--- config.mk ---
export PLATFORM = sky130hd
export DESIGN_NAME = two_row_scrolling_text_sequencer_unit
export DESIGN_NICKNAME = d
export VERILOG_FILES = /design/src/rtl/trsts_pkg.sv /design/src/rtl/two_row_scrolling_text_sequencer_unit.sv /design/src/rtl/trsts_store.sv /design/src/rtl/trsts_seq.sv
export SDC_FILE = /design/constraint.sdc
export NUM_CORES = 1
export LEC_CHECK = 0
export BUFFER_PORTS_ARGS = -buffer_cell sky130_fd_sc_hd__buf_2
export CORE_ASPECT_RATIO = 1.25
export CORE_MARGIN = 8
export CORE_UTILIZATION = 57
export CTS_CLUSTER_SIZE = 30
export DETAILED_ROUTE_END_ITERATION = 7
export PLACE_DENSITY_LB_ADDON = 0.25
export SLEW_MARGIN = 20
export SYNTH_ARGS = -nofsm -noshare
export SYNTH_HDL_FRONTEND = slang
export SYNTH_SLANG_ARGS = --single-unit
--- constraint.sdc ---
create_clock -name clk -period 3.6 [get_ports clk]
set_input_delay 0.36 -clock clk [delete_from_list [all_inputs] [get_ports clk]]
set_output_delay 0.36 -clock clk [all_outputs]
set_load 0.1 [all_outputs]
--- src/rtl/trsts_pkg.sv ---
// ----------------------------------------------------------------------------
// trsts_pkg
// Shared types and constants for the two-row scrolling text sequencer.
// ----------------------------------------------------------------------------
package trsts_pkg;

  // widths fixed by the word format, and the default column count
  localparam int CHAR_W      = 8;
  localparam int COL_W       = 5;
  localparam int COLUMNS_DEF = 16;

  // display addresses and character codes
  localparam logic [CHAR_W-1:0] ADDR_TOP    = 8'h00;
  localparam logic [CHAR_W-1:0] ADDR_BOTTOM = 8'h40;
  localparam logic [CHAR_W-1:0] CH_SPACE    = 8'h20;
  localparam logic [CHAR_W-1:0] CH_NEWLINE  = 8'h0a;
  localparam logic [CHAR_W-1:0] CH_RETURN   = 8'h0d;

  // output operation codes
  localparam logic OP_ADDR = 1'b0;
  localparam logic OP_DATA = 1'b1;

  // sequencer states
  typedef enum logic [2:0] {
    ST_IDLE,
    ST_ADDR_TOP,
    ST_ROW_TOP,
    ST_ADDR_BOT,
    ST_ROW_BOT
  } trsts_state_t;

  // storage control from sequencer to row store
  typedef struct packed {
    logic              line_we;
    logic              shadow_we;
    logic [COL_W-1:0]  idx;
    logic [CHAR_W-1:0] wdata;
  } trsts_ctl_t;

endpackage

--- src/rtl/two_row_scrolling_text_sequencer_unit.sv ---
// ----------------------------------------------------------------------------
// two_row_scrolling_text_sequencer_unit
// Turns a character stream into display commands for a scrolling two-row view.
// ----------------------------------------------------------------------------
// Usage:
//   input channel (in_valid/in_stall/in_char_code) takes one character word.
//   other codes are stored at the current column, with no output.
//   carriage return is dropped. newline, or filling the last column, starts
//   a scroll: the block emits on the out_ channel a top-row address word,
//   COLUMNS data words of the old bottom row, a bottom-row address word and
//   COLUMNS data words of the new line, the final word flagged by out_last.
//   first result word appears the cycle after the triggering word is taken.
//   a scroll holds in_stall until its final word is taken: one shared
//   increment/compare unit steps the row index, one word per cycle while
//   out_stall is low.
//   out_stall freezes the sequencer; the offered word is held unchanged.
//   reset returns to idle, column zero, and the bottom shadow to spaces.
// ----------------------------------------------------------------------------
module two_row_scrolling_text_sequencer_unit #(
  parameter int COLUMNS = trsts_pkg::COLUMNS_DEF
) (
  input  logic                         clk,
  input  logic                         rst_n,
  input  logic                         in_valid,
  output logic                         in_stall,
  input  logic [trsts_pkg::CHAR_W-1:0] in_char_code,
  output logic                         out_valid,
  input  logic                         out_stall,
  output logic                         out_op,
  output logic [trsts_pkg::CHAR_W-1:0] out_value,
  output logic                         out_last
);
  import trsts_pkg::*;

  trsts_ctl_t        ctl;
  logic [CHAR_W-1:0] line_q;
  logic [CHAR_W-1:0] shadow_q;

  // sequencer
  trsts_seq #(
    .COLUMNS(COLUMNS)
  ) u_seq (
    .clk          (clk),
    .rst_n        (rst_n),
    .in_valid     (in_valid),
    .in_stall     (in_stall),
    .in_char_code (in_char_code),
    .out_valid    (out_valid),
    .out_stall    (out_stall),
    .out_op       (out_op),
    .out_value    (out_value),
    .out_last     (out_last),
    .ctl          (ctl),
    .line_q       (line_q),
    .shadow_q     (shadow_q)
  );

  // row storage
  trsts_store #(
    .COLUMNS(COLUMNS)
  ) u_store (
    .clk      (clk),
    .rst_n    (rst_n),
    .ctl      (ctl),
    .line_q   (line_q),
    .shadow_q (shadow_q)
  );

endmodule

--- src/rtl/trsts_store.sv ---
// ----------------------------------------------------------------------------
// trsts_store
// Line buffer and bottom row shadow, one shared index for write and read.
// ----------------------------------------------------------------------------
module trsts_store #(
  parameter int COLUMNS = trsts_pkg::COLUMNS_DEF
) (
  input  logic                       clk,
  input  logic                       rst_n,
  input  trsts_pkg::trsts_ctl_t      ctl,
  output logic [trsts_pkg::CHAR_W-1:0] line_q,
  output logic [trsts_pkg::CHAR_W-1:0] shadow_q
);
  import trsts_pkg::*;

  localparam int IDX_W = (COLUMNS > 1) ? $clog2(COLUMNS) : 1;

  logic [CHAR_W-1:0] line_r   [COLUMNS];
  logic [CHAR_W-1:0] shadow_r [COLUMNS];
  logic [IDX_W-1:0]  idx;

  assign idx = ctl.idx[IDX_W-1:0];

  // line buffer, contents undefined until written
  always_ff @(posedge clk) begin
    if (ctl.line_we) begin
      line_r[idx] <= ctl.wdata;
    end
  end

  // bottom shadow, display assumed cleared at reset
  always_ff @(posedge clk) begin
    if (!rst_n) begin
      for (int i = 0; i < COLUMNS; i++) begin
        shadow_r[i] <= CH_SPACE;
      end
    end else if (ctl.shadow_we) begin
      shadow_r[idx] <= ctl.wdata;
    end
  end

  assign line_q   = line_r[idx];
  assign shadow_q = shadow_r[idx];

endmodule

--- src/rtl/trsts_seq.sv ---
// ----------------------------------------------------------------------------
// trsts_seq
// Sequencer with one shared increment and compare unit for column and index.
// ----------------------------------------------------------------------------
module trsts_seq #(
  parameter int COLUMNS = trsts_pkg::COLUMNS_DEF
) (
  input  logic                         clk,
  input  logic                         rst_n,
  input  logic                         in_valid,
  output logic                         in_stall,
  input  logic [trsts_pkg::CHAR_W-1:0] in_char_code,
  output logic                         out_valid,
  input  logic                         out_stall,
  output logic                         out_op,
  output logic [trsts_pkg::CHAR_W-1:0] out_value,
  output logic                         out_last,
  output trsts_pkg::trsts_ctl_t        ctl,
  input  logic [trsts_pkg::CHAR_W-1:0] line_q,
  input  logic [trsts_pkg::CHAR_W-1:0] shadow_q
);
  import trsts_pkg::*;

  trsts_state_t      state_r, state_nxt;
  logic [COL_W-1:0]  col_r, col_nxt;
  logic [COL_W-1:0]  idx_r, idx_nxt;
  logic [COL_W-1:0]  opnd, sum;
  logic              hit;
  logic [CHAR_W-1:0] pad_char;

  // shared increment and end-of-row compare
  assign opnd = (state_r == ST_IDLE) ? col_r : idx_r;
  assign sum  = opnd + COL_W'(1);
  assign hit  = (sum == COL_W'(COLUMNS));

  // columns past the last written one read as spaces
  assign pad_char = (idx_r < col_r) ? line_q : CH_SPACE;

  // state and counters
  always_ff @(posedge clk) begin
    if (!rst_n) begin
      state_r <= ST_IDLE;
      col_r   <= '0;
      idx_r   <= '0;
    end else begin
      state_r <= state_nxt;
      col_r   <= col_nxt;
      idx_r   <= idx_nxt;
    end
  end

  // next state and outputs
  always_comb begin
    state_nxt     = state_r;
    col_nxt       = col_r;
    idx_nxt       = idx_r;
    in_stall      = (state_r != ST_IDLE);
    out_valid     = (state_r != ST_IDLE);
    out_op        = OP_DATA;
    out_value     = shadow_q;
    out_last      = 1'b0;
    ctl.line_we   = 1'b0;
    ctl.shadow_we = 1'b0;
    ctl.idx       = idx_r;
    ctl.wdata     = pad_char;
    unique case (state_r)
      ST_IDLE: begin
        ctl.idx   = col_r;
        ctl.wdata = in_char_code;
        if (in_valid) begin
          if (in_char_code == CH_NEWLINE) begin
            state_nxt = ST_ADDR_TOP;
          end else if (in_char_code != CH_RETURN) begin
            ctl.line_we = 1'b1;
            col_nxt     = sum;
            if (hit) begin
              state_nxt = ST_ADDR_TOP;
            end
          end
        end
      end
      ST_ADDR_TOP: begin
        out_op    = OP_ADDR;
        out_value = ADDR_TOP;
        if (!out_stall) begin
          state_nxt = ST_ROW_TOP;
          idx_nxt   = '0;
        end
      end
      ST_ROW_TOP: begin
        out_value = shadow_q;
        if (!out_stall) begin
          if (hit) begin
            state_nxt = ST_ADDR_BOT;
            idx_nxt   = '0;
          end else begin
            idx_nxt = sum;
          end
        end
      end
      ST_ADDR_BOT: begin
        out_op    = OP_ADDR;
        out_value = ADDR_BOTTOM;
        if (!out_stall) begin
          state_nxt = ST_ROW_BOT;
          idx_nxt   = '0;
        end
      end
      ST_ROW_BOT: begin
        out_value = pad_char;
        out_last  = hit;
        if (!out_stall) begin
          // new bottom row becomes the shadow as it goes out
          ctl.shadow_we = 1'b1;
          if (hit) begin
            state_nxt = ST_IDLE;
            col_nxt   = '0;
            idx_nxt   = '0;
          end else begin
            idx_nxt = sum;
          end
        end
      end
      default: begin
        state_nxt = ST_IDLE;
      end
    endcase
  end

endmodule

### Word-level counts from Yosys, hierarchy flattened

Memories as Yosys holds them, arrays and structs flattened.
Cells that the tools add are included.

| operators by class | value |
|---|---|
| reduce and logical (&&, ||, !) cells | 10 |
| shifts and indexed selects | 0 |
| equality and inequality tests | 20 |
| $lt $le $gt $ge | 1 |
| add/sub/neg operators | 1 |
| multiplexer cells | 42 |
| multiply operators | 0 |
| div/mod/pow operators | 0 |
| bitwise gates (word level) | 0 |

Operators by type and width:

| kind | count |
|---|---|
| $mux 5 | 9 |
| $mux 3 | 10 |
| $pmux 8 s3 | 1 |
| $pmux 5 s2 | 2 |
| $ne 2x2->1 const B | 9 |
| $mux 8 | 2 |
| $mux 1 | 15 |
| $pmux 3 s5 | 1 |
| $mux 12 | 1 |
| $reduce_and 9->1 | 1 |
| $eq 8x4->1 const B | 1 |
| $ne 8x4->1 const B | 1 |
| $reduce_or 8->1 | 1 |
| $eq 3x2->1 const B | 2 |
| $reduce_and 6->1 | 1 |
| $add 5x1->5 const B | 1 |
| $eq 5x5->1 const B | 1 |
| $lt 5x5->1 | 1 |
| $mux 4 | 1 |
| $ne 2x1->1 const B | 2 |
| $reduce_bool 2->1 | 2 |
| $reduce_or 2->1 | 2 |
| $eq 3x1->1 const B | 1 |
| $eq 3x3->1 const B | 1 |
| other kinds (5) | 5 |

| word-level totals | value |
|---|---|
| word-level logic and storage cells | 79 |
| bits in registers | 13 |
| bits in writable memories | 256 |
| memories | 2 |
| bits in read-only memories | 0 |
| bits in latches | 0 |

Memory list:

| name | words | width | read ports | clocked after memory_dff | write ports | RTL line | RTL |
|---|---|---|---|---|---|---|---|
| u_store.line_r | 16 | 8 | 1 | 0 | 1 | trsts_store.sv:18 | `logic [CHAR_W-1:0] line_r [COLUMNS];` |
| u_store.shadow_r | 16 | 8 | 1 | 0 | 16 | trsts_store.sv:19 | `logic [CHAR_W-1:0] shadow_r [COLUMNS];` |

### Logic depth before layout (Yosys ltp)

| logic depth | value |
|---|---|
| mapped depth | 15 |
| depth with buffers taken out | 10 |

### Modules after synthesis

From an unflattened synthesis, not the netlist that was laid out.

| second synthesis, totals | value |
|---|---|
| cell total of the unflattened synthesis | 827 |
| area total of the unflattened synthesis | 12319.3 um^2 |

Modules (own cells, without submodules):

| module | area each (um^2) | seq. area each (um^2) | cells an instance | times used |
|---|---|---|---|---|
| trsts_store | 10785.3 | 7687.4 | 603 | 1 |
| trsts_seq | 1534.0 | 260.2 | 224 | 1 |

### Worst setup path after synthesis

Ideal clock, no wire load.

| path | value |
|---|---|
| path kind | reg-to-reg |
| start | reg u_seq.state_r[1] |
| end | reg u_seq.col_r[4] |
| stages on the path, launching flop included | 16 |
| setup time | 0.132 ns |
| path buffers | 5 |
| required time | 3.468 ns |
| data arrival time | 4.823 ns |
| path slack | -1.354 ns |
| cell sequence | dfxtp_1 -> buf_2 -> nor3_4 -> inv_2 -> mux2i_1 -> inv_2 -> clkbuf_1 -> clkbuf_1 -> clkbuf_1 -> ha_1 -> clkbuf_1 -> nand2_1 -> a21o_1 -> nor2_1 -> a2bb2oi_1 -> o22ai_1 |

| on the way | value |
|---|---|
| cells in the longest elaborated chain, start to end | 7 |

RTL lines:

| what | RTL line | RTL |
|---|---|---|
| start: declaration | trsts_seq.sv:24 | `trsts_state_t state_r, state_nxt;` |
| start signal: assignment | trsts_seq.sv:46 | `state_r <= state_nxt;` |
| branches (longest 7 deep; another with $add 5x1->5) | - |  |
| end signal: assignment | trsts_seq.sv:47 | `col_r <= col_nxt;` |
| end: declaration | trsts_seq.sv:25 | `logic [COL_W-1:0] col_r, col_nxt;` |

Parallel ways; which one is timed is not known. The select of a mux whose other input is x is not followed.
A chain may end at the register's enable or synchronous reset.

### Worst setup path in the final report

| path | value |
|---|---|
| start | reg u_seq.state_r[2] |
| end | out out_value[2] (netlist bit) |

| on the way | value |
|---|---|
| cells in the longest elaborated chain, start to end | 5 |

RTL lines:

| what | RTL line | RTL |
|---|---|---|
| $logic_not 3->1 | trsts_seq.sv:66 | `unique case (state_r)` |
| $mux 12 | trsts_seq.sv:66 |  |
| $mem_v2 16x8 | - |  |
| $mux 8 | trsts_seq.sv:37 | `assign pad_char = (idx_r < col_r) ? line_q : CH_SPACE;` |
| $pmux 8 s3 (*) | trsts_seq.sv:66 |  |
| end: declaration | two_row_scrolling_text_sequencer_unit.sv:30 | `output logic [trsts_pkg::CHAR_W-1:0] out_value,` |

Mark *: on every way between the ends. The rest lies on a longest branch, timed or not.

==> summary.md <==
| Metric | Value |
|---|---|
| Register bit count reported by yosys | `269` |
| Fin crit share | `0.9951` |
| Finished Cell Area | `14220 µm²` |
| Maximum root-to-sink buffer count | `3` |
| Setup violators final | `0` |
| Worst r2r src | `u_seq.state_r[2]` |
| CTS tree | `yes` |
| Pwr/cell area | `514.9 nW/µm²` |
| Max Freq | `279.2 MHz` |
| Worst Hold Path EP | `u_seq.idx_r[3]` |
| Rows | `60` |
| RSZ-0062 raised after global routing | `yes` |
| First-pass GRT wire length | `49.59 mm` |
| Placed instance area | `13070 µm²` |
| Leakage | `0.005167 µW` |
| Number of DRC markers in iteration 0 | `approximately 940` |
| Detailed Routing Iterations Pass 1 | `6` |
| Reg2Reg Depth | `10` |
| Drt wl/cell | `24.44 µm` |
| Clk pin slew, worst setup/hold paths | `0.06 ns` |
| Tmin final | `3.582 ns` |
| Crit path max-delay family | `compound AO/OA/AOI/OAI gates` |
| Global Route Usage Sum | `0.2441` |
| Fraction of registers with async set/reset | `0` |
| Setup tns final | `0 ns` |
| Fin. Hold Viols | `0` |
| Reg2reg setup slack | `0.31 ns` |
| DR vias | `8749` |
| Port bufs | `23` |
| Gpl congestion | `0.8893` |
| Hold path depth | `3` |
| Worst VDD drop | `roughly 0.52 mV` |
| Latest clock arrival within the worst-skew pair | `0.54 ns` |
| Vias in the first global route | `around 8.4k` |
| Remaining DRCs | `0` |
| Worst path bufs/invs | `4` |
| Crit. End Element | `output port` |
| Critical-path cell list | `or4b_4, nand2_8, buf_12, buf_4, a211oi_1, a31o_1, a222oi_1, buf_4, a21o_1, buf_12` |
| Critical Path RT | `3.24 ns` |
| Post-synthesis cell count | `about 1.0k` |
| Synthesis Warnings | `0` |
| Min-delay src | `rst_n` |
| Rel. slew slack | `0.5300` |
| Antenna diodes | `0` |
| WS Path Type | `flop to output port` |
| Grt total ovfl | `0` |
| Cell Area, Synth | `12330 µm²` |
| Total Wirelength | `33.19 mm` |
| Post-synthesis sequential area ratio | `0.6445` |
| Leading area contributor after synthesis | `edfxtp_1` |
| Worst-path fanout max | `8` |
| Initial core utilization | `0.5763` |
| CP arrival | `about 3.2 ns` |
| Clk sinks | `roughly 270` |
| Synthesized net count | `about 1.0k` |
| Max cap viols | `0` |
| Slowest Stage Delay on Critical Path | `0.59 ns` |
| Core Util, Final | `0.6646` |
| Crit Reg-Reg Endpoint | `u_store.line_r[4][3]` |
| Proportion of layout cells with a drive suffix above 1 | `0.1724` |
| Die Span Y | `180.4 µm` |
| Largest net degree at the start of global routing | `54` |
| Post-synth top cells | `edfxtp_1, nand2_1, nor2_1, and3_1, nand3_1` |
| Slew @ Worst Pin | `0.6996 ns` |
| Most frequent cell after synthesis | `edfxtp_1` |
| CP max-delay cell | `or4b_4` |
| Max Slew Vio Count | `0` |
| Die width | `about 150 µm` |
| Hold WC Path Type | `input pin to flop` |
| Worst setup SP type | `flop` |
| HPWL after detailed placement | `21.47 mm` |
| Synth top area share | `0.6234` |
| Die ar. | `~27000 µm²` |
| CTS Buf Count | `26` |
| Clock Skew | `0.02127 ns` |
| WP depth | `10` |
| Synth top area cells | `edfxtp_1, nand2_1, and3_1` |
| Core box area | `approximately 21000 µm²` |
| Syn Area/Cell | `12.17 µm²` |
| Initial antenna violation count | `0` |
| Nets | `roughly 1.1k` |
| H-tree levels | `1` |
| Post-route ant nets | `0` |
| Main synth FF type | `edfxtp_1` |
| Area Overhead vs Synth | `15.31%` |
| Avg Vias per Cell | `6.443` |
| Ports | `24` |
| Count of cell types in the netlist | `68` |
| Root Buffer | `clkbuf_16` |
| Outcome | `finished, final reports clean` |
| Number of enable flip-flop cells after synthesis | `256` |
| Hold bufs inserted after CTS | `0` |
-- cells by family after synthesis --
kind of cell | count (synthesis) | synth area share
and+or+nand+nor | 452 | 0.1717
DFF | 269 | 0.6445
AOI/OAI and AO/OA | 155 | 0.09833
buffers and inverters | 91 | 0.03430
muxes | 34 | 0.04018
adders and majority gates | 8 | 0.008118
xor gates and xnor gates | 4 | 0.002841
-- worst reg2reg max path: stages (launching register included) --
cell and delay [ns]:
dfxtp_2 0.36, or4b_4 0.59, nand2_8 0.14, buf_12 0.14, mux4_2 0.50, mux2i_2 0.24, a222oi_1 0.13, buf_4 0.18
buf_4 0.18, a22oi_2 0.19, inv_1 0.27
-- power breakdown --
group / internal (µW) / switching (µW)
logic: 420 / 800
clock network: 1420 / 1130
registers: 3520 / 25.8
total: 5360 / 1960
-- placed cells by master, fill, tap and decap left out, types with 4 or more instances in the layout --
cell / instances
clkinv_2: 7
o22ai_1: 8
a311oi_2: 4
a222oi_1: 5
buf_6: 5
buf_4: 57
edfxtp_1: 256
xnor2_1: 4
a211oi_1: 30
buf_2: 14
o21ai_0: 6
nor2_1: 85
clkinv_1: 7
ha_1: 8
nand3_1: 53
a22oi_2: 5
clkbuf_16: 27
a311oi_1: 12
and3_1: 73
a31oi_1: 16
a21o_1: 7
and2_1: 26
nor2b_1: 5
buf_12: 17
dfxtp_1: 10
nand2b_1: 5
inv_1: 14
a31o_1: 10
mux2i_1: 16
a21oi_1: 10
mux4_2: 12
nand2_1: 184
mux2_2: 4
a22oi_1: 4
-- worst max-delay path by stage --
stage / from / slack, ns / endpoint
finish: u_seq.state_r[2] / 0.02 / out_value[2]
global route: u_seq.state_r[2] / -0.02 / out_value[6]
CTS: u_seq.state_r[2] / -0.0004 / out_value[7]
detailed placement: u_seq.state_r[2] / 0.29 / u_store.line_r[15][3]
global placement: u_seq.state_r[2] / 0.31 / u_store.line_r[13][3]
floorplan: u_seq.state_r[0] / 0.04 / u_seq.col_r[4]
-- metal layers --
layer	up-vias	GRT usage	wire length, µm
met5	-	0	0
met4	0	0.1304	1711
met3	121	0.03894	2943
met2	518	0.4092	16550
met1	4230	0.2974	11990
li1	3880	-	-
-- registers in the layout, summed over array words and instances, names as in the netlist --
name              count
u_store.line_r      128
u_seq.state_r         3
u_seq.col_r           5
u_store.shadow_r    128
u_seq.idx_r           5
-- per-stage QoR --
| stage | worst slack (ns) | total power [µW] | cells | hold slack [ns] |
|---|---|---|---|---|
| final | 0.01777 | 7321 | 1358 | 0.2138 |
| after global routing | -0.01665 | 7496 | 1358 | 0.2373 |
| after CTS | -0.0003637 | 7290 | 1352 | 0.2012 |
| after detailed placement | 0.2871 | 4699 | 1295 | 0.4836 |
| after global placement | 0.3121 | 4680 | 1295 | 0.4722 |
| after floorplan | 0.03536 | 4281 | 1013 | 0.4585 |
-- cell type report --
| cell class | instances | area (µm²) |
|---|---|---|
| multi-input combinational | 653 | 4111 |
| sequential | 269 | 7951 |
| fill | 1574 | 7177 |
| inverter | 17 | 68.82 |
| tap | 279 | 349.1 |
| clock inverter | 15 | 91.34 |
| clock buffer | 30 | 686.9 |
| timing repair buffer | 95 | 959.7 |
-- what timing repair did --
action | CTS | global route
gates resized for setup | 22 | 19
pin swaps | 5 | 11
gates cloned | 2 | 0
hold endpoints to repair | 0 | 0
buffers inserted | 10 | 6
endpoints found under the setup margin | 8 | 8
Power figures use the tool's default switching activity.
